===== config.mk =====
export PLATFORM = sky130hd
export DESIGN_NAME = tcw_addr
export DESIGN_NICKNAME = d
export VERILOG_FILES = /design/src/hdl/assert_macros.svh /design/src/hdl/tcw_pkg.sv /design/src/hdl/tcw_addr.sv
export SDC_FILE = /design/constraint.sdc
export NUM_CORES = 1
export LEC_CHECK = 0
export BUFFER_PORTS_ARGS = -buffer_cell sky130_fd_sc_hd__buf_4
export CAP_MARGIN = 40
export CORE_ASPECT_RATIO = 0.7
export CORE_MARGIN = 2
export CORE_UTILIZATION = 51
export CTS_CLUSTER_DIAMETER = 200
export DETAILED_ROUTE_END_ITERATION = 6
export PLACE_DENSITY = 0.82
export SYNTH_ARGS = -nofsm -noshare
export SYNTH_HDL_FRONTEND = slang
export SYNTH_SLANG_ARGS = --single-unit

===== constraint.sdc =====
create_clock -name clk -period 5.5 [get_ports clk]
set_input_delay 0.275 -clock clk [delete_from_list [all_inputs] [get_ports clk]]
set_output_delay 0.275 -clock clk [all_outputs]
set_load 0.02 [all_outputs]

===== src/hdl/assert_macros.svh =====
// Assertion macros used by the top-level RTL file of the text console writer.
`ifndef ASSERT_MACROS_SVH
`define ASSERT_MACROS_SVH

// Same-cycle implication, disabled while reset is held.
`define TCW_ASSERT_IMP(lbl, clk, rst_n, ante, cons) \
  lbl: assert property (@(posedge clk) disable iff (!rst_n) (ante) |-> (cons)) \
    else $error("implication check failed");

// Next-cycle implication, disabled while reset is held.
`define TCW_ASSERT_NEXT(lbl, clk, rst_n, ante, cons) \
  lbl: assert property (@(posedge clk) disable iff (!rst_n) (ante) |=> (cons)) \
    else $error("next-cycle check failed");

`endif


===== src/hdl/tcw_pkg.sv =====
// Package with the types and constants of the text console writer.
`default_nettype none

package tcw_pkg;

  // Screen geometry.
  localparam int NUM_COLUMNS = 80;
  localparam int NUM_ROWS    = 24;
  localparam int CELL_COUNT  = NUM_COLUMNS * NUM_ROWS;
  localparam int ADDR_W      = $clog2(CELL_COUNT);

  // Field widths.
  localparam int ROW_W  = 5;
  localparam int COL_W  = 7;
  localparam int BYTE_W = 8;
  localparam int CELL_W = 2 * BYTE_W;

  localparam logic [ROW_W-1:0] LAST_ROW = ROW_W'(NUM_ROWS - 1);
  localparam logic [COL_W-1:0] LAST_COL = COL_W'(NUM_COLUMNS - 1);

  // Item kinds.
  localparam logic [1:0] KIND_PUT   = 2'd0;
  localparam logic [1:0] KIND_CLEAR = 2'd1;
  localparam logic [1:0] KIND_READ  = 2'd2;

  // Character codes that start a new line.
  localparam logic [BYTE_W-1:0] LINE_FEED       = 8'd10;
  localparam logic [BYTE_W-1:0] CARRIAGE_RETURN = 8'd13;

  // Attribute register reset value.
  localparam logic [BYTE_W-1:0] ATTR_RESET = 8'h07;

  typedef struct packed {
    logic [1:0]        kind;
    logic [BYTE_W-1:0] char_code;
    logic [ROW_W-1:0]  read_row;
    logic [COL_W-1:0]  read_col;
  } in_item_t;

  typedef struct packed {
    logic [ROW_W-1:0]  cursor_row;
    logic [COL_W-1:0]  cursor_col;
    logic [BYTE_W-1:0] cell_char;
    logic [BYTE_W-1:0] cell_attr;
    logic              scrolled;
  } out_item_t;

  // Request from the sequencer to the address unit (logical row and column).
  typedef struct packed {
    logic              we;
    logic [ROW_W-1:0]  row;
    logic [COL_W-1:0]  col;
    logic [CELL_W-1:0] data;
  } au_req_t;

  // Command from the address unit to the screen store.
  typedef struct packed {
    logic              we;
    logic [ADDR_W-1:0] addr;
    logic [CELL_W-1:0] data;
  } mem_cmd_t;

endpackage

`default_nettype wire


===== src/hdl/tcw_addr.sv =====
// Shared two-stage address unit: rotates the logical row by the scroll base and
// forms the linear cell address.
`default_nettype none

module tcw_addr (
  input  wire                        clk,
  input  wire                        rst_n,
  input  tcw_pkg::au_req_t           req,
  input  wire [tcw_pkg::ROW_W-1:0]   base,
  output tcw_pkg::mem_cmd_t          cmd
);
  import tcw_pkg::*;

  logic [ROW_W:0]    row_sum;
  logic [ROW_W-1:0]  prow_nxt;
  logic [ROW_W-1:0]  prow_r;
  logic [COL_W-1:0]  col_r;
  logic [CELL_W-1:0] data1_r;
  logic              we1_r;
  logic [ADDR_W-1:0] addr_nxt;
  logic [ADDR_W-1:0] addr_r;
  logic [CELL_W-1:0] data2_r;
  logic              we2_r;

  // Stage one: physical row is the logical row plus the base, modulo the row count.
  always_comb begin
    row_sum = {1'b0, req.row} + {1'b0, base};
    if (row_sum >= (ROW_W + 1)'(NUM_ROWS)) begin
      prow_nxt = ROW_W'(row_sum - (ROW_W + 1)'(NUM_ROWS));
    end else begin
      prow_nxt = row_sum[ROW_W-1:0];
    end
  end

  // Stage two: row times the row length plus the column.
  assign addr_nxt = ADDR_W'(prow_r) * ADDR_W'(NUM_COLUMNS) + ADDR_W'(col_r);

  always_ff @(posedge clk) begin
    if (!rst_n) begin
      we1_r <= 1'b0;
      we2_r <= 1'b0;
    end else begin
      we1_r <= req.we;
      we2_r <= we1_r;
    end
  end

  always_ff @(posedge clk) begin
    prow_r  <= prow_nxt;
    col_r   <= req.col;
    data1_r <= req.data;
    addr_r  <= addr_nxt;
    data2_r <= data1_r;
  end

  assign cmd.we   = we2_r;
  assign cmd.addr = addr_r;
  assign cmd.data = data2_r;

endmodule

`default_nettype wire


======== Word-level counts from Yosys, hierarchy flattened ========
Cells that the tools add are included.
storage, ports and cells
  register bits ........................... 57
  bits of input ports ..................... 36
  output and inout bits ................... 28
  logic and storage cells ................. 13
operators by class
  add/subtract/negate cells ............... 3
  multiply operators ...................... 1
  $lt $le $gt $ge ......................... 1
  muxes and demuxes ....................... 1
operators with widths
  kind                                                 number
  adder 11 x 7 -> 11 bit                               1
  multiplier 5 x 3 -> 7 bit, second input constant     1
  adder 5 x 5 -> 6 bit                                 1
  >= comparator 6 x 5 -> 1 bit, second input constant  1
  two-way mux 5 bit                                    1
  subtractor 5 bit, second input constant              1

======== Longest topological paths before layout ========
Gate-level depths: netlist of the first run.
  depth after elaboration ................. 3
  mapped depth ............................ 7
  depth with buffers taken out ............ 7

======== Worst setup path after synthesis of the first run ========
Ideal clock, no wire load.
  kind .................................... register to register
  start ................................... register prow_r[1]
  end ..................................... register addr_r[10]
  library setup time ...................... 0.118 ns
  data arrival time ....................... 1.792 ns
  data required time ...................... 5.382 ns
  setup slack ............................. 3.590 ns
  cell stages (with the launch flop) ...... 8
  path buffers ............................ 0
  clock period less this slack ............ 1.910 ns
  path through ............................ dfxtp_1 ha_1 ha_1 fa_1 xor2_1 o2111ai_1 xnor2_1 xnor2_1
on the way
  word-level cells in the longest chain between the ends .. 2
RTL lines
  item                       line            RTL
  start, declared            tcw_addr.sv:16  logic [ROW_W-1:0] prow_r;
  start signal, assigned     tcw_addr.sv:49  prow_r <= prow_nxt;
  multiplier 5 x 3 -> 7 bit  tcw_addr.sv:36  assign addr_nxt = ADDR_W'(prow_r) * ADDR_W'(NUM_COLUMNS) + ADDR_W'(col_r);
  adder 11 x 7 -> 11 bit     tcw_addr.sv:36
  via addr_nxt[10]           tcw_addr.sv:20  logic [ADDR_W-1:0] addr_nxt;
  end signal, assigned       tcw_addr.sv:52  addr_r <= addr_nxt;
  end, declared              tcw_addr.sv:21  logic [ADDR_W-1:0] addr_r;
The timed path passes the listed nets, and every way through them passes these cells.
A chain may end at the register's enable or synchronous reset.

======== Final worst setup path of the first run ========
Same ends and word-level chain as after synthesis.

==> results of run 1 <==
-- final timing paths --
path / from / depth (start not counted) / endpoint / slack, ps
worst min-delay path: req[4] / 1 / data1_r[4]$_DFF_P_ / 50
worst max register to register: prow_r[1]$_DFF_P_ / 7 / addr_r[10]$_DFF_P_ / 3460
worst min register to register: data1_r[13]$_DFF_P_ / 0 / data2_r[13]$_DFF_P_ / 330
worst max-delay path: prow_r[1]$_DFF_P_ / 7 / addr_r[10]$_DFF_P_ / 3460
-- layout make-up --
class	count	area share (%)
flip-flops and latches	57	46.4
multi-input cells	68	24.5
repair buffers	63	19.2
clock buffers	10	5.19
well taps	47	2.39
clock inverters	6	1.78
inverters	4	0.610
-- power by group through the flow --
stage                     sequential [mW]  combinational (mW)  clock, mW
after global routing                0.481               0.260      0.356
final                               0.477               0.237      0.325
after floorplan                     0.521               0.110          0
after CTS                           0.478               0.239      0.337
after global placement              0.483               0.228          0
after detailed placement            0.486               0.238          0
-- synth_stat cells, drive strengths merged --
library cell,instances,area (µm²)
a211o,1,10.0
a211oi,1,7.51
a21o,4,31.3
a21oi,4,31.3
a221o,2,20.0
a22o,1,8.76
a31o,1,8.76
and2,3,20.0
and4,1,8.76
buf,2,12.5
clkbuf,2,8.75
dfxtp,57,1140
fa,3,60.1
ha,14,175
inv,4,15.0
nand2,6,25.0
nand3,1,5.00
nand3b,1,7.51
nand4b,1,8.76
nor2,2,7.51
nor2b,1,6.26
nor3,2,10.0
nor3b,2,15.0
nor4b,1,8.76
o2111ai,1,8.76
o211ai,1,7.51
o21ai,3,15.0
or3,1,6.26
or4b,1,10.0
xnor2,5,43.8
xor2,4,35.0
-- per-layer routing --
layer  up-vias  part of all wire (%)
li1        596                     -
met1       546                    38
met2        44                    52
met3         7                   8.6
met4         0                   1.4
met5         -                     0
-- stage by stage --
stage | cell area, µm² | setup slack (ps) | power [mW]
2_1_floorplan | 1780 | 3590 | 0.632
3_3_place_gp | 2290 | 3420 | 0.711
3_5_place_dp | 2290 | 3340 | 0.724
4_1_cts | 2460 | 3440 | 1.05
5_1_grt | 2460 | 3330 | 1.10
6_report | 2460 | 3460 | 1.04
-- flip-flops by register name (all words and copies together), names as in the netlist --
signal,cells
addr_r,11
col_r,7
data1_r,16
data2_r,16
prow_r,5
we1_r,1
we2_r,1
-- worst register-to-register path: stages (launching register included) --
cell	delay [ps]
dfxtp_1	330
ha_1	300
ha_1	220
fa_1	390
xor2_1	220
o2111ai_1	170
xnor2_1	210
xnor2_1	130
-- cell families (layout without fill, tap and decap cells) --
family / after synthesis / in the layout / synth area share [%]
adder cells (fa/ha/maj): 17 / 17 / 13.2
AND/OR/NAND/NOR: 23 / 23 / 7.81
AO/OA/AOI/OAI: 19 / 19 / 8.37
XOR/XNOR: 9 / 9 / 4.43
buffers and inverters: 8 / 83 / 2.04
flip-flops: 57 / 57 / 64.1
-- cells in the final DEF, fill, tap and decap left out, types with 2 or more instances in the layout --
cell and n:
buf_4 63, dfxtp_1 57, ha_1 14, clkbuf_8 9, xnor2_1 5, nand2_1 5, xor2_1 4, inv_1 4
a21o_1 3, a21oi_1 3, o21ai_0 3, fa_1 3, nor3_1 2, a221o_1 2, nor2_1 2, nor3b_1 2
and2_1 2, clkinv_2 2, clkinv_4 2
==> qor.csv, run 1 <==
metric,value,unit
status,"complete, no violations",
Die ar.,3980,µm²
Fin. Hold Viols,0,
crit-path max FO,3,
actual slew at the worst max-slew pin,350,ps
postcts setup bufs,0,
Crit path largest cell delay,390,ps
Synth Warn #,0,
die height,53.4,µm
Seq pwr share,45.9,%
clock buffer depth,2,
number of antenna violations at the first check in global routing,0,
number of cells after detailed placement,239,
CP Capture Type,register,
RSZ-0062 raised after global routing,false,
Final Setup Violations,0,
largest net degree at the start of global routing,13,
CTS buffer count,9,
crit path launch type,register,
CTS sink count,57,
CP arrival,2300,ps
FILL cells,227,
I/O pins,64,
met3 Use GR,11.6,%
combinational share of power,22.8,%
relative slew slack,76.5,%
nets,256,
DP HPWL,2560,µm
global-route wire length before repair,5320,µm
Core Box Area,3230,µm²
kind of cell adding the most delay to the critical path,adder cells,
Global Route met2 Usage,33.6,%
most used routing layer,met2,
switching power,0.298,mW
area occupied by multi-input gates,602,µm²
WP data required,5750,ps
WS Path Type,reg -> reg,
Clock transition at path regs,70,ps
HP Class,in -> reg,
sequential share of the synthesized area,64.1,%
gpl congestion,0.809,
total global-route track usage,19.6,%
P_int,0.741,mW
worst path cell trace,"ha_1, ha_1, fa_1, xor2_1, o2111ai_1, xnor2_1, xnor2_1",
Synth Area per Inst,13.4,µm²
P_leak,1.17,nW
clock share of power,31.3,%
post-layout util,76.1,%
met1 Usage GRT,18.7,%
CTS resizes,0,
clk_lat worst skew,320,ps
Initial Util,55.0,%
syn_nets,186,
area delta synth->final,38.3,%
Final Skew,6.86,ps
CP bufs+invs,0,
iteration-0 DRC count of the detailed router,45,
hold buffers post-CTS,0,
First-pass DRT Iterations,4,
"Slew Viols, Final",0,
htree depth,3,
pwr/cell area,422,nW/µm²
IO Port Bufs,63,
total negative slack,0,ps
final antenna-violating net count,0,
Chip Width,74.6,µm
switch share,28.7,%
CTS root buf,clkbuf_8,
std cell rows,17,
area of the mapped netlist,1780,µm²
crit share post-route,37.1,%
routed vias/inst,4.68,
min Tclk post-route,2040,ps
vias in the first global route,1208,
"Remaining Overflow, GRT",0,
CTS tree,built,
Wirelength per Cell,13.1,µm
Worst path slowest cell,fa_1,
Vias,1193,
worst hold slack,46.7,ps
Yosys cell types,37,
Cells after Synth,133,
Seq. cell area,1140,µm²
Yosys reg bits,57,
Max-Cap Viols,0,
f_max,489,MHz
fraction of layout cells with a size suffix above 1,39.9,%
"non-filler cells, final",255,
VDD IR-drop max,0.253,mV
DR DRC count,0,
WL final,3330,µm
n_diodes,0,
(Power assumes the default switching activity.)
==> run 2, diff against run 1 <==
--- a/config.mk
+++ b/config.mk
@@ -9,10 +9,10 @@
 export CAP_MARGIN = 40
 export CORE_ASPECT_RATIO = 0.7
 export CORE_MARGIN = 2
-export CORE_UTILIZATION = 51
+export CORE_UTILIZATION = 43
 export CTS_CLUSTER_DIAMETER = 200
 export DETAILED_ROUTE_END_ITERATION = 6
-export PLACE_DENSITY = 0.82
+export PLACE_DENSITY = 0.74
 export SYNTH_ARGS = -nofsm -noshare
 export SYNTH_HDL_FRONTEND = slang
 export SYNTH_SLANG_ARGS = --single-unit
==> constraint.sdc (replaced) <==
create_clock -name clk -period 1.8 [get_ports clk]
set_input_delay 0.09 -clock clk [delete_from_list [all_inputs] [get_ports clk]]
set_output_delay 0.09 -clock clk [all_outputs]
set_load 0.02 [all_outputs]
==> qor.csv, run 2 (synthesis results as in run 1) <==
metric,value,unit
Seq. cell area,1150,µm²
clock buffer depth,2,
IO Port Bufs,63,
worst setup margin,-4.21,ps
crit path to,addr_r[10]$_DFF_P_,
clk_lat worst skew,340,ps
CP arrival,2020,ps
global-route wire length before repair,6330,µm
final antenna-violating net count,0,
relative slew slack,74.5,%
Clock transition at path regs,70,ps
DR DRC count,0,
WS Path Type,reg -> reg,
f_max,554,MHz
"Remaining Overflow, GRT",0,
failing checks,setup timing,
fraction of layout cells with a size suffix above 1,42.1,%
Core Box Area,3950,µm²
Final Skew,13.9,ps
"Slew Viols, Final",0,
Crit path largest cell delay,540,ps
FILL cells,270,
R2R Setup Slk,-4,ps
area occupied by multi-input gates,663,µm²
die height,57.8,µm
VDD IR-drop max,1.07,mV
Initial Util,45.1,%
pwr/cell area,1250,nW/µm²
actual slew at the worst max-slew pin,378,ps
iteration-0 DRC count of the detailed router,36,
WL met2,2320,µm
WL final,4120,µm
total global-route track usage,19.3,%
met1 WL,1430,µm
std cell rows,19,
area delta synth->final,62.4,%
n_diodes,0,
CTS root buf,clkbuf_8,
vias in the first global route,1385,
DP HPWL,2520,µm
htree depth,3,
total negative slack,-4.21,ps
CTS sink count,57,
"commonest non-fill, non-tap cell in the layout",buf_4,
reg2reg path depth,6,
crit-path max FO,2,
biggest regs,"data1_r x16, data2_r x16, addr_r x11",
Area after DPL,2360,µm²
Reg-to-Reg Start,prow_r[1]$_DFF_P_,
Final Setup Violations,1,
worst hold slack,20.2,ps
CTS buffer count,9,
top layer used by detailed routing,met4,
post-layout util,73.2,%
Met3 Wirelength,282,µm
Final Cell Area,2890,µm²
Chip Width,80.9,µm
crit path launch,prow_r[1]$_DFF_P_,
min Tclk post-route,1800,ps
nets,290,
Max-Cap Viols,0,
Fin. Hold Viols,0,
Worst path slowest cell,fa_2,
number of antenna violations at the first check in global routing,0,
gpl congestion,0.821,
First-pass DRT Iterations,4,
status,"finished, violations left",
routed vias/inst,4.63,
"commonest cells after routing, fill and taps aside","70 x buf_4, 55 x dfxtp_1, 27 x dlygate4sd3_1, 10 x ha_1, 10 x clkbuf_8",
crit share post-route,100,%
WP data required,2010,ps
Die ar.,4680,µm²
Reg2Reg Capture Point,addr_r[10]$_DFF_P_,
I/O pins,64,
CP Capture Type,register,
Vias,1360,
HP Class,in -> reg,
crit path launch type,register,
RSZ-0062 raised after global routing,true,
P_leak,1.32,nW
CTS tree,built,
worst path cell trace,"ha_4, ha_4, fa_2, o2111ai_2, xnor2_1, xnor2_1",
Wirelength per Cell,14.0,µm
largest net degree at the start of global routing,13,
[run 2: per-layer routing]
layer,vias to the layer above,GRT usage (%)
met5,-,0
met4,0,10.7
met3,10,7.32
met2,62,36.0
met1,626,18.2
li1,662,-
[run 2: repair_timing]
action | CTS | global route
endpoints found under the setup margin | 2 | 2
gates resized for setup | 4 | 3
setup buffers | 1 | 1
pin swaps | 5 | 3
hold buffers | 27 | 0
gates cloned | 0 | 0
endpoints found under the hold margin | 26 | 0
[run 2: stage by stage]
stage	worst slack (ps)	instances	power (mW)
5_1_grt	-73.8	294	3.77
3_3_place_gp	-16.1	249	2.26
3_5_place_dp	-56.8	249	2.30
2_1_floorplan	7.64	133	1.96
4_1_cts	-0.567	293	3.57
6_report	-4.21	294	3.61
[run 2: area by class of cell]
cell class,count,area share [%]
clock inverter,6,2.30
sequential,57,39.7
timing repair buffer,97,27.5
inverter,4,0.520
tap,52,2.25
clock buffer,10,4.76
multi-input combinational,68,23.0
[run 2: critical path, delay by kind of cell, from the launching register on]
kind / cells / cell delay (ps)
XOR/XNOR: 2 / 280
adder cells (fa/ha/maj): 3 / 920
flip-flops: 1 / 360
AO/OA/AOI/OAI: 1 / 130
[run 2: power breakdown]
group	switching [mW]	leakage, nW	total (mW)	internal (mW)
registers	0.0568	0.481	1.47	1.41
clock network	0.514	0.0949	1.19	0.678
logic	0.440	0.749	0.951	0.511
total	1.01	1.32	3.61	2.60
[run 2: worst min-delay path by stage]
stage | start | to | slack, ps | cells past startpoint
after floorplan | req[16] | col_r[0]$_DFF_P_ | 120 | 0
after global placement | req[18] | col_r[2]$_DFF_P_ | 190 | 1
after detailed placement | req[19] | col_r[3]$_DFF_P_ | 200 | 1
after CTS | base[1] | prow_r[1]$_DFF_P_ | 9 | 2
after global routing | base[1] | prow_r[1]$_DFF_P_ | 20 | 2
final | base[1] | prow_r[1]$_DFF_P_ | 20 | 2
