===== config.mk =====
export PLATFORM = sky130hd
export DESIGN_NAME = tcw_seq
export DESIGN_NICKNAME = d
export VERILOG_FILES = /design/src/hdl/assert_macros.svh /design/src/hdl/tcw_pkg.sv /design/src/hdl/tcw_seq.sv
export SDC_FILE = /design/constraint.sdc
export NUM_CORES = 1
export LEC_CHECK = 0
export ABC_AREA = 0
export CAP_MARGIN = 20
export CORE_MARGIN = 3
export CORE_UTILIZATION = 35
export DETAILED_ROUTE_END_ITERATION = 16
export DONT_BUFFER_PORTS = 1
export GPL_ROUTABILITY_DRIVEN = 0
export SLEW_MARGIN = 20
export SYNTH_ARGS = -nofsm -noshare
export SYNTH_HDL_FRONTEND = slang
export SYNTH_SLANG_ARGS = --single-unit

===== constraint.sdc =====
create_clock -name clk -period 6.7 [get_ports clk]
set_input_delay 0.67 -clock clk [delete_from_list [all_inputs] [get_ports clk]]
set_output_delay 0.67 -clock clk [all_outputs]
set_load 0.02 [all_outputs]

===== src/hdl/assert_macros.svh =====
// Assertion macros used by the top-level RTL file of the text console writer.
`ifndef ASSERT_MACROS_SVH
`define ASSERT_MACROS_SVH

// Same-cycle implication, disabled while reset is held.
`define TCW_ASSERT_IMP(lbl, clk, rst_n, ante, cons) \
  lbl: assert property (@(posedge clk) disable iff (!rst_n) (ante) |-> (cons)) \
    else $error("implication check failed");

// Next-cycle implication, disabled while reset is held.
`define TCW_ASSERT_NEXT(lbl, clk, rst_n, ante, cons) \
  lbl: assert property (@(posedge clk) disable iff (!rst_n) (ante) |=> (cons)) \
    else $error("next-cycle check failed");

`endif


===== src/hdl/tcw_pkg.sv =====
// Package with the types and constants of the text console writer.
`default_nettype none

package tcw_pkg;

  // Screen geometry.
  localparam int NUM_COLUMNS = 80;
  localparam int NUM_ROWS    = 24;
  localparam int CELL_COUNT  = NUM_COLUMNS * NUM_ROWS;
  localparam int ADDR_W      = $clog2(CELL_COUNT);

  // Field widths.
  localparam int ROW_W  = 5;
  localparam int COL_W  = 7;
  localparam int BYTE_W = 8;
  localparam int CELL_W = 2 * BYTE_W;

  localparam logic [ROW_W-1:0] LAST_ROW = ROW_W'(NUM_ROWS - 1);
  localparam logic [COL_W-1:0] LAST_COL = COL_W'(NUM_COLUMNS - 1);

  // Item kinds.
  localparam logic [1:0] KIND_PUT   = 2'd0;
  localparam logic [1:0] KIND_CLEAR = 2'd1;
  localparam logic [1:0] KIND_READ  = 2'd2;

  // Character codes that start a new line.
  localparam logic [BYTE_W-1:0] LINE_FEED       = 8'd10;
  localparam logic [BYTE_W-1:0] CARRIAGE_RETURN = 8'd13;

  // Attribute register reset value.
  localparam logic [BYTE_W-1:0] ATTR_RESET = 8'h07;

  typedef struct packed {
    logic [1:0]        kind;
    logic [BYTE_W-1:0] char_code;
    logic [ROW_W-1:0]  read_row;
    logic [COL_W-1:0]  read_col;
  } in_item_t;

  typedef struct packed {
    logic [ROW_W-1:0]  cursor_row;
    logic [COL_W-1:0]  cursor_col;
    logic [BYTE_W-1:0] cell_char;
    logic [BYTE_W-1:0] cell_attr;
    logic              scrolled;
  } out_item_t;

  // Request from the sequencer to the address unit (logical row and column).
  typedef struct packed {
    logic              we;
    logic [ROW_W-1:0]  row;
    logic [COL_W-1:0]  col;
    logic [CELL_W-1:0] data;
  } au_req_t;

  // Command from the address unit to the screen store.
  typedef struct packed {
    logic              we;
    logic [ADDR_W-1:0] addr;
    logic [CELL_W-1:0] data;
  } mem_cmd_t;

endpackage

`default_nettype wire


===== src/hdl/tcw_seq.sv =====
// Sequencer: cursor, scroll base, attribute register and the store sweeps.
`default_nettype none

module tcw_seq (
  input  wire                         clk,
  input  wire                         rst_n,
  input  wire                         start,
  input  tcw_pkg::in_item_t           in_item,
  input  wire                         cfg_we,
  input  wire [tcw_pkg::BYTE_W-1:0]   cfg_wdata,
  input  wire [tcw_pkg::CELL_W-1:0]   rdata,
  output logic                        busy,
  output tcw_pkg::au_req_t            req,
  output logic [tcw_pkg::ROW_W-1:0]   base_r,
  output logic                        out_valid_r,
  output tcw_pkg::out_item_t          out_r
);
  import tcw_pkg::*;

  localparam logic [2:0] S_INIT  = 3'd0;
  localparam logic [2:0] S_IDLE  = 3'd1;
  localparam logic [2:0] S_BLANK = 3'd2;
  localparam logic [2:0] S_CLR   = 3'd3;
  localparam logic [2:0] S_RDW   = 3'd4;

  localparam logic [1:0] RD_LAST = 2'd2;

  logic [2:0]        state_r,     state_nxt;
  logic [ROW_W-1:0]  row_cnt_r,   row_cnt_nxt;
  logic [COL_W-1:0]  col_cnt_r,   col_cnt_nxt;
  logic [1:0]        wait_r,      wait_nxt;
  logic [ROW_W-1:0]  base_nxt;
  logic [ROW_W-1:0]  cur_row_r,   cur_row_nxt;
  logic [COL_W-1:0]  cur_col_r,   cur_col_nxt;
  logic [BYTE_W-1:0] attr_r,      attr_nxt;
  logic              out_valid_nxt;
  out_item_t         out_nxt;
  logic              new_line;

  assign busy = (state_r != S_IDLE);

  assign attr_nxt = cfg_we ? cfg_wdata : attr_r;

  always_comb begin
    state_nxt     = state_r;
    row_cnt_nxt   = row_cnt_r;
    col_cnt_nxt   = col_cnt_r;
    wait_nxt      = wait_r;
    base_nxt      = base_r;
    cur_row_nxt   = cur_row_r;
    cur_col_nxt   = cur_col_r;
    out_valid_nxt = 1'b0;
    out_nxt       = out_r;
    req           = '0;
    new_line      = (in_item.char_code == LINE_FEED) ||
                    (in_item.char_code == CARRIAGE_RETURN);

    case (state_r)
      // Zero every cell, row by row; a clear item also reports at the end.
      S_INIT, S_CLR: begin
        req.we  = 1'b1;
        req.row = row_cnt_r;
        req.col = col_cnt_r;
        if (col_cnt_r == LAST_COL) begin
          col_cnt_nxt = '0;
          if (row_cnt_r == LAST_ROW) begin
            row_cnt_nxt = '0;
            state_nxt   = S_IDLE;
            if (state_r == S_CLR) begin
              out_valid_nxt = 1'b1;
              out_nxt       = '0;
            end
          end else begin
            row_cnt_nxt = row_cnt_r + 1'b1;
          end
        end else begin
          col_cnt_nxt = col_cnt_r + 1'b1;
        end
      end

      // Blank the new bottom row after a scroll.
      S_BLANK: begin
        req.we  = 1'b1;
        req.row = LAST_ROW;
        req.col = col_cnt_r;
        if (col_cnt_r == LAST_COL) begin
          col_cnt_nxt   = '0;
          state_nxt     = S_IDLE;
          out_valid_nxt = 1'b1;
          out_nxt       = '{cur_row_r, cur_col_r, '0, '0, 1'b1};
        end else begin
          col_cnt_nxt = col_cnt_r + 1'b1;
        end
      end

      // Wait for the read beat to come back from the store.
      S_RDW: begin
        wait_nxt = wait_r + 1'b1;
        if (wait_r == RD_LAST) begin
          state_nxt     = S_IDLE;
          out_valid_nxt = 1'b1;
          out_nxt       = '{cur_row_r, cur_col_r, rdata[CELL_W-1:BYTE_W],
                            rdata[BYTE_W-1:0], 1'b0};
        end
      end

      S_IDLE: begin
        if (start) begin
          case (in_item.kind)
            KIND_PUT: begin
              if (!new_line) begin
                req.we   = 1'b1;
                req.row  = cur_row_r;
                req.col  = cur_col_r;
                req.data = {in_item.char_code, attr_r};
              end
              if (new_line || (cur_col_r == LAST_COL)) begin
                cur_col_nxt = '0;
                if (cur_row_r == LAST_ROW) begin
                  // Scroll by moving the base; the old top row becomes the bottom.
                  base_nxt    = (base_r == LAST_ROW) ? '0 : base_r + 1'b1;
                  col_cnt_nxt = '0;
                  state_nxt   = S_BLANK;
                end else begin
                  cur_row_nxt   = cur_row_r + 1'b1;
                  out_valid_nxt = 1'b1;
                  out_nxt       = '{cur_row_r + 1'b1, '0, '0, '0, 1'b0};
                end
              end else begin
                cur_col_nxt   = cur_col_r + 1'b1;
                out_valid_nxt = 1'b1;
                out_nxt       = '{cur_row_r, cur_col_r + 1'b1, '0, '0, 1'b0};
              end
            end
            KIND_CLEAR: begin
              base_nxt    = '0;
              row_cnt_nxt = '0;
              col_cnt_nxt = '0;
              cur_row_nxt = '0;
              cur_col_nxt = '0;
              state_nxt   = S_CLR;
            end
            KIND_READ: begin
              if ((in_item.read_row <= LAST_ROW) && (in_item.read_col <= LAST_COL)) begin
                req.row   = in_item.read_row;
                req.col   = in_item.read_col;
                wait_nxt  = '0;
                state_nxt = S_RDW;
              end else begin
                out_valid_nxt = 1'b1;
                out_nxt       = '{cur_row_r, cur_col_r, '0, '0, 1'b0};
              end
            end
            default: begin
              out_valid_nxt = 1'b1;
              out_nxt       = '{cur_row_r, cur_col_r, '0, '0, 1'b0};
            end
          endcase
        end
      end

      default: begin
        state_nxt = S_IDLE;
      end
    endcase
  end

  always_ff @(posedge clk) begin
    if (!rst_n) begin
      state_r     <= S_INIT;
      row_cnt_r   <= '0;
      col_cnt_r   <= '0;
      wait_r      <= '0;
      base_r      <= '0;
      cur_row_r   <= '0;
      cur_col_r   <= '0;
      attr_r      <= ATTR_RESET;
      out_valid_r <= 1'b0;
    end else begin
      state_r     <= state_nxt;
      row_cnt_r   <= row_cnt_nxt;
      col_cnt_r   <= col_cnt_nxt;
      wait_r      <= wait_nxt;
      base_r      <= base_nxt;
      cur_row_r   <= cur_row_nxt;
      cur_col_r   <= cur_col_nxt;
      attr_r      <= attr_nxt;
      out_valid_r <= out_valid_nxt;
    end
  end

  always_ff @(posedge clk) begin
    out_r <= out_nxt;
  end

endmodule

`default_nettype wire


=== After elaboration in Yosys (flattened, before gate mapping) ===
Cells that the tools add are included.

* Flip-flop bits (word level): 72
* Latch bits: 0
* RAM bits: 0
* Memory bits (read-only): 0
* Input bits: 50
* Output and inout port bits: 65
* Memories: 0

* $add $sub $neg: 6
* Multipliers: 0
* Div/mod/pow operators: 0
* Magnitude comparators: 2
* Equality and inequality tests: 35
* Shift-type cells: 0
* Multiplexer cells: 64
* Bitwise gates (word level): 0
* Reduce and logical (&&, ||, !) cells: 20

{| class="wikitable"
|+ Operators by type and width
! cell !! count
|-
| 2-to-1 mux 29 bit || 11
|-
| one-hot mux 29 bit (4 select lines) || 1
|-
| one-hot mux 29 bit (3 select lines) || 1
|-
| 2-to-1 mux 5 bit || 9
|-
| one-hot mux 7 bit (2 select lines) || 3
|-
| one-hot mux 13 bit (3 select lines) || 1
|-
| 2-to-1 mux 7 bit || 5
|-
| 2-to-1 mux 16 bit || 2
|-
| one-hot mux 5 bit (2 select lines) || 3
|-
| 2-to-1 mux 3 bit || 8
|-
| one-hot mux 12 bit (2 select lines) || 1
|-
| != test 2 bit, second input constant || 11
|-
| equality test 8 x 4 -> 1 bit, second input constant || 2
|-
| adder 5 x 1 -> 5 bit, second input constant || 3
|-
| equality test 5 bit, second input constant || 3
|-
| AND reduction 5 bit || 3
|-
| adder 7 x 1 -> 7 bit, second input constant || 2
|-
| equality test 7 bit, second input constant || 2
|-
| 2-to-1 mux 12 bit || 1
|-
| != test 3 bit, second input constant || 4
|-
| one-hot mux 3 bit (4 select lines) || 1
|-
| 2-to-1 mux 1 bit || 10
|-
| AND reduction 10 bit || 1
|-
| one-hot mux 3 bit (3 select lines) || 1
|-
| other kinds (27) || 38
|}

=== Longest topological paths before layout ===
* Depth after elaboration: 7
* Gate-level depth with buffers: 9
* Gate-level depth less buffers: 7

=== Worst setup path before layout ===
Ideal clock, no wire load.

* Path type: reg2reg
* From: register state_r[1]
* To: register out_r[0] (netlist bit) (enable)
* Library setup time: 0.460 ns
* Arrival time: 3.676 ns
* Data required time: 6.240 ns
* Slack: 2.565 ns
* Cell stages (with the launch flop): 8
* Path buffers: 2
* Clock period less this slack: 4.135 ns
* Path through: dfxtp_1 > buf_2 > or2_2 > clkbuf_1 > a211oi_1 > nor4_1 > o31ai_1 > a211oi_1

* Cells in the longest elaborated chain, start to end: 4
* Elaborated cells on any way between the ends: 17

{| class="wikitable"
|+ RTL lines
! what !! RTL line !! text
|-
| from (decl) || tcw_seq.sv:28 || <nowiki>logic [2:0] state_r, state_nxt;</nowiki>
|-
| from (signal assigned) || tcw_seq.sv:180 || <nowiki>state_r <= state_nxt;</nowiki>
|-
| equality test 3 x 2 -> 1 bit or logical NOT 3 bit (tied branches) || tcw_seq.sv:58, tcw_seq.sv:69 ||
|-
| OR reduction 2 bit || tcw_seq.sv:58 || <nowiki>case (state_r)</nowiki>
|-
| nonzero test 4 bit (no line) or != test 2 bit (tied branches) || n/a ||
|-
| AND reduction 10 bit (no line) * || n/a ||
|-
| to (signal assigned) || tcw_seq.sv:193 || <nowiki>out_r <= out_nxt;</nowiki>
|-
| to (decl) || tcw_seq.sv:16 || <nowiki>output tcw_pkg::out_item_t out_r</nowiki>
|}

Every way passes the cells marked *; elsewhere a longest branch is shown, timed or not.
A chain may end at the register's enable or synchronous reset.

==> results.md <==
* **Cell Rows** 38
* **TritonCTS buffer count** 9
* **Die Span X** 113 um
* **Slew HR** 0.311
* **Cell Area, Synth** 4020 um^2
* **worst clock skew** 0.0116 ns
* **multi-input logic area** 2160 um^2
* **leakage power of the design** 0.00163 uW
* **most frequent cells in the layout** 44 x sky130_fd_sc_hd__nand2_1, 43 x sky130_fd_sc_hd__dfxtp_1, 39 x sky130_fd_sc_hd__o21ai_0, 31 x sky130_fd_sc_hd__nor2_1, 29 x sky130_fd_sc_hd__edfxtp_1
* **fin crit period** 3.48 ns
* **chain of cells forming the critical path** nand2b_1, nor2_1, nand2_1, o21ai_0
* **number of enable flip-flop cells after synthesis** 29
* **synthesis-to-layout area growth** 9.25%
* **total power divided by cell area** 216 nW/um^2
* **clock net sink count** 72
* **pins over their slew limit** 0
* **most common library cell in the layout ignoring fill and taps** sky130_fd_sc_hd__nand2_1
* **number of top-level pins** 115
* **largest stage delay on the critical path** 0.73 ns
* **launch point of the worst hold path** rst_n
* **sort of element at the end of the critical path** output pin
* **1st-iter DRT viols** 256
* **arrival time reported for the critical path endpoint** 2.81 ns
* **highest attainable clock frequency** 0.287 GHz
* **Setup Total Neg Slack** 0 ns
* **DRC violation count after routing** 0
* **unrepaired setup endpoints after global routing** false
* **largest net degree at the start of global routing** 31
* **Critical path origin** state_r[2]
* **Total Power** 950 uW
* **Die Area** 12800 um^2
* **Main synth FF type** sky130_fd_sc_hd__dfxtp_1
* **maximum capacitance violations** 0
* **latest clock arrival within the worst-skew pair** 0.33 ns
* **Syn Nets** 510
* **overall via count from detail_route** 3471
* **top post-synthesis cells by area** sky130_fd_sc_hd__edfxtp_1 22%, sky130_fd_sc_hd__dfxtp_1 21%, sky130_fd_sc_hd__o21ai_0 4.9%
* **cell accounting for the most synthesized area** sky130_fd_sc_hd__edfxtp_1
* **fraction of synthesis flops using an asynchronous set or reset pin** 0
* **First-pass DRT Iterations** 5
* **standard cell core area** 11000 um^2
* **net count reported at finish** 493
* **vias in the first global route** 3170
* **type of the setup path with the least slack** reg2out
* **placed wire-length estimate after detailed placement** 8140 um
* **worst supply voltage drop on vdd** 123 uV
* **clock tree from TritonCTS** done
* **fraction of final layout cells with drive strength greater than 1** 0.0679
* **post-cts repair resize count** 0
* **filler instances** 1123
* **post-CTS setup repair buffer count** 0
* **start of the worst register-to-register path** state_r[1]
* **number of buffers inserted by port buffering** 0
* **number of antenna diodes** 0
* **Hold Buf Count CTS** 0
* **via density per instance** 5.96
* **Routed Wire Length** 11200 um
* **final global-route overflow total** 0
* **post-CTS clock slew at the launch and capture registers of the worst setup and hold paths** 0.06 ns
* **DR WL/cell** 19.2 um
* **root buf cell** sky130_fd_sc_hd__clkbuf_16
* **number of warnings issued by yosys** 0
* **critical-path cell with the highest stage delay** sky130_fd_sc_hd__o21ai_0
* **synthesized area per cell** 8.85 um^2
* **type of the most critical hold path** in2reg
* **Worst setup SP type** register
* **initial standard-cell utilization of the core** 0.364
* **internal reg-to-reg setup slack** 3.60 ns
* **end of the worst register-to-register path** out_r[0]
* **count of unique library cells instantiated by Yosys** 61
* **crit path capture** req[22]
* **post-synthesis register bit count** 72
* **hold violation count in the final report** 0
* **share of the synthesized area in the top cell type** 0.217
* **Worst Path Max Fanout** 19
* **hold_ws** 0.405 ns
* **result of the run** finished clean
* **part of the cycle the worst path needs** 0.520
* **sequential cell area** 1730 um^2
* **count of H-tree levels built during CTS** 3
* **Global Route Usage Sum** 0.173
* **pre-CTS setup slack** 3.48 ns
* **die height** 113 um
* **required arrival time at the worst endpoint** 6.03 ns
* **number of routed nets with antenna violations** 0
* **min setup slack post-route** 3.22 ns
* **count of cells along the worst register-to-register path** 6
* **sequential-to-total area share from yosys stat** 0.431
* **total of endpoints with negative setup slack in the final report** 0
* **number of antenna violations at the first check in global routing** 0
* **worst-margin pin slew** 1.03 ns
* **Gate Count Post-Synth** 454
* **wire length of the first global-routing pass** 17400 um
* **clk buf depth** 2
Yosys cell counts, types with 4 or more instances:
library cell / count
sky130_fd_sc_hd__a31oi_1: 4
sky130_fd_sc_hd__a21oi_1: 25
sky130_fd_sc_hd__inv_1: 6
sky130_fd_sc_hd__nand4_1: 4
sky130_fd_sc_hd__clkbuf_1: 23
sky130_fd_sc_hd__nor2b_1: 7
sky130_fd_sc_hd__nand3b_1: 7
sky130_fd_sc_hd__o22ai_1: 6
sky130_fd_sc_hd__mux2i_1: 14
sky130_fd_sc_hd__o31ai_1: 4
sky130_fd_sc_hd__ha_1: 6
sky130_fd_sc_hd__nand3_1: 16
sky130_fd_sc_hd__nor3_1: 14
sky130_fd_sc_hd__and3_1: 24
sky130_fd_sc_hd__nand2_1: 44
sky130_fd_sc_hd__nor2_1: 31
sky130_fd_sc_hd__a22oi_1: 13
sky130_fd_sc_hd__o21ai_0: 39
sky130_fd_sc_hd__and2_1: 23
sky130_fd_sc_hd__edfxtp_1: 29
sky130_fd_sc_hd__dfxtp_1: 43
sky130_fd_sc_hd__nand2b_1: 6
kinds of logic after synthesis:
| group | synth area share |
|---|---|
| buf+inv | 0.0364 |
| mux | 0.0433 |
| flops | 0.431 |
| simple gates | 0.272 |
| fa+ha+maj | 0.0187 |
| compound gates | 0.195 |
| xor+xnor | 0.00436 |
layer usage:
layer | share of wire | global-route usage
met1 | 0.44 | 0.238
met4 | 0.020 | 0.0633
met3 | 0.097 | 0.0610
met5 | 0 | 0
met2 | 0.44 | 0.250
area by class of cell:
type / count / share of cell area
multi-input cells: 346 / 0.493
flip-flops and latches: 72 / 0.394
clock buffers: 11 / 0.0530
well taps: 140 / 0.0399
clock inverters: 5 / 0.0111
inverters: 6 / 0.00513
repair buffers: 2 / 0.00342
flip-flops by register name, summed over array words and instances, names as in the netlist:
signal       count
out_r           29
attr_r           8
col_cnt_r        7
cur_col_r        7
base_r           5
cur_row_r        5
row_cnt_r        5
state_r          3
wait_r           2
out_valid_r      1
worst min path at each step:
stage,end,cells after the start
after floorplan,wait_r[0],1
after global placement,wait_r[0],1
after detailed placement,wait_r[0],1
after CTS,attr_r[2],1
after global routing,attr_r[2],1
final,attr_r[2],1
stage by stage:
stage / cells / cell area, um^2 / util
floorplan: 454 / 4020 / -
global placement: 566 / 4100 / 0.372
detailed placement: 566 / 4100 / 0.372
CTS: 582 / 4380 / 0.397
global route: 582 / 4390 / 0.398
finish: 582 / 4390 / 0.398
where the power goes:
part / internal, uW / switching [uW] / total [uW] / leakage (uW)
Clock: 285 / 176 / 461 / 0.000141
Combinational: 10.5 / 18.7 / 29.1 / 0.000833
Sequential: 457 / 2.89 / 460 / 0.000653
Total: 752 / 198 / 950 / 0.00163
worst max-delay path, delay by kind of cell, from the launching register on:
family / cells / cell delay, ns
and+or+nand+nor: 3 / 1.22
DFF: 1 / 0.53
AOI/OAI and AO/OA: 1 / 0.73
(Power assumes the default switching activity.)
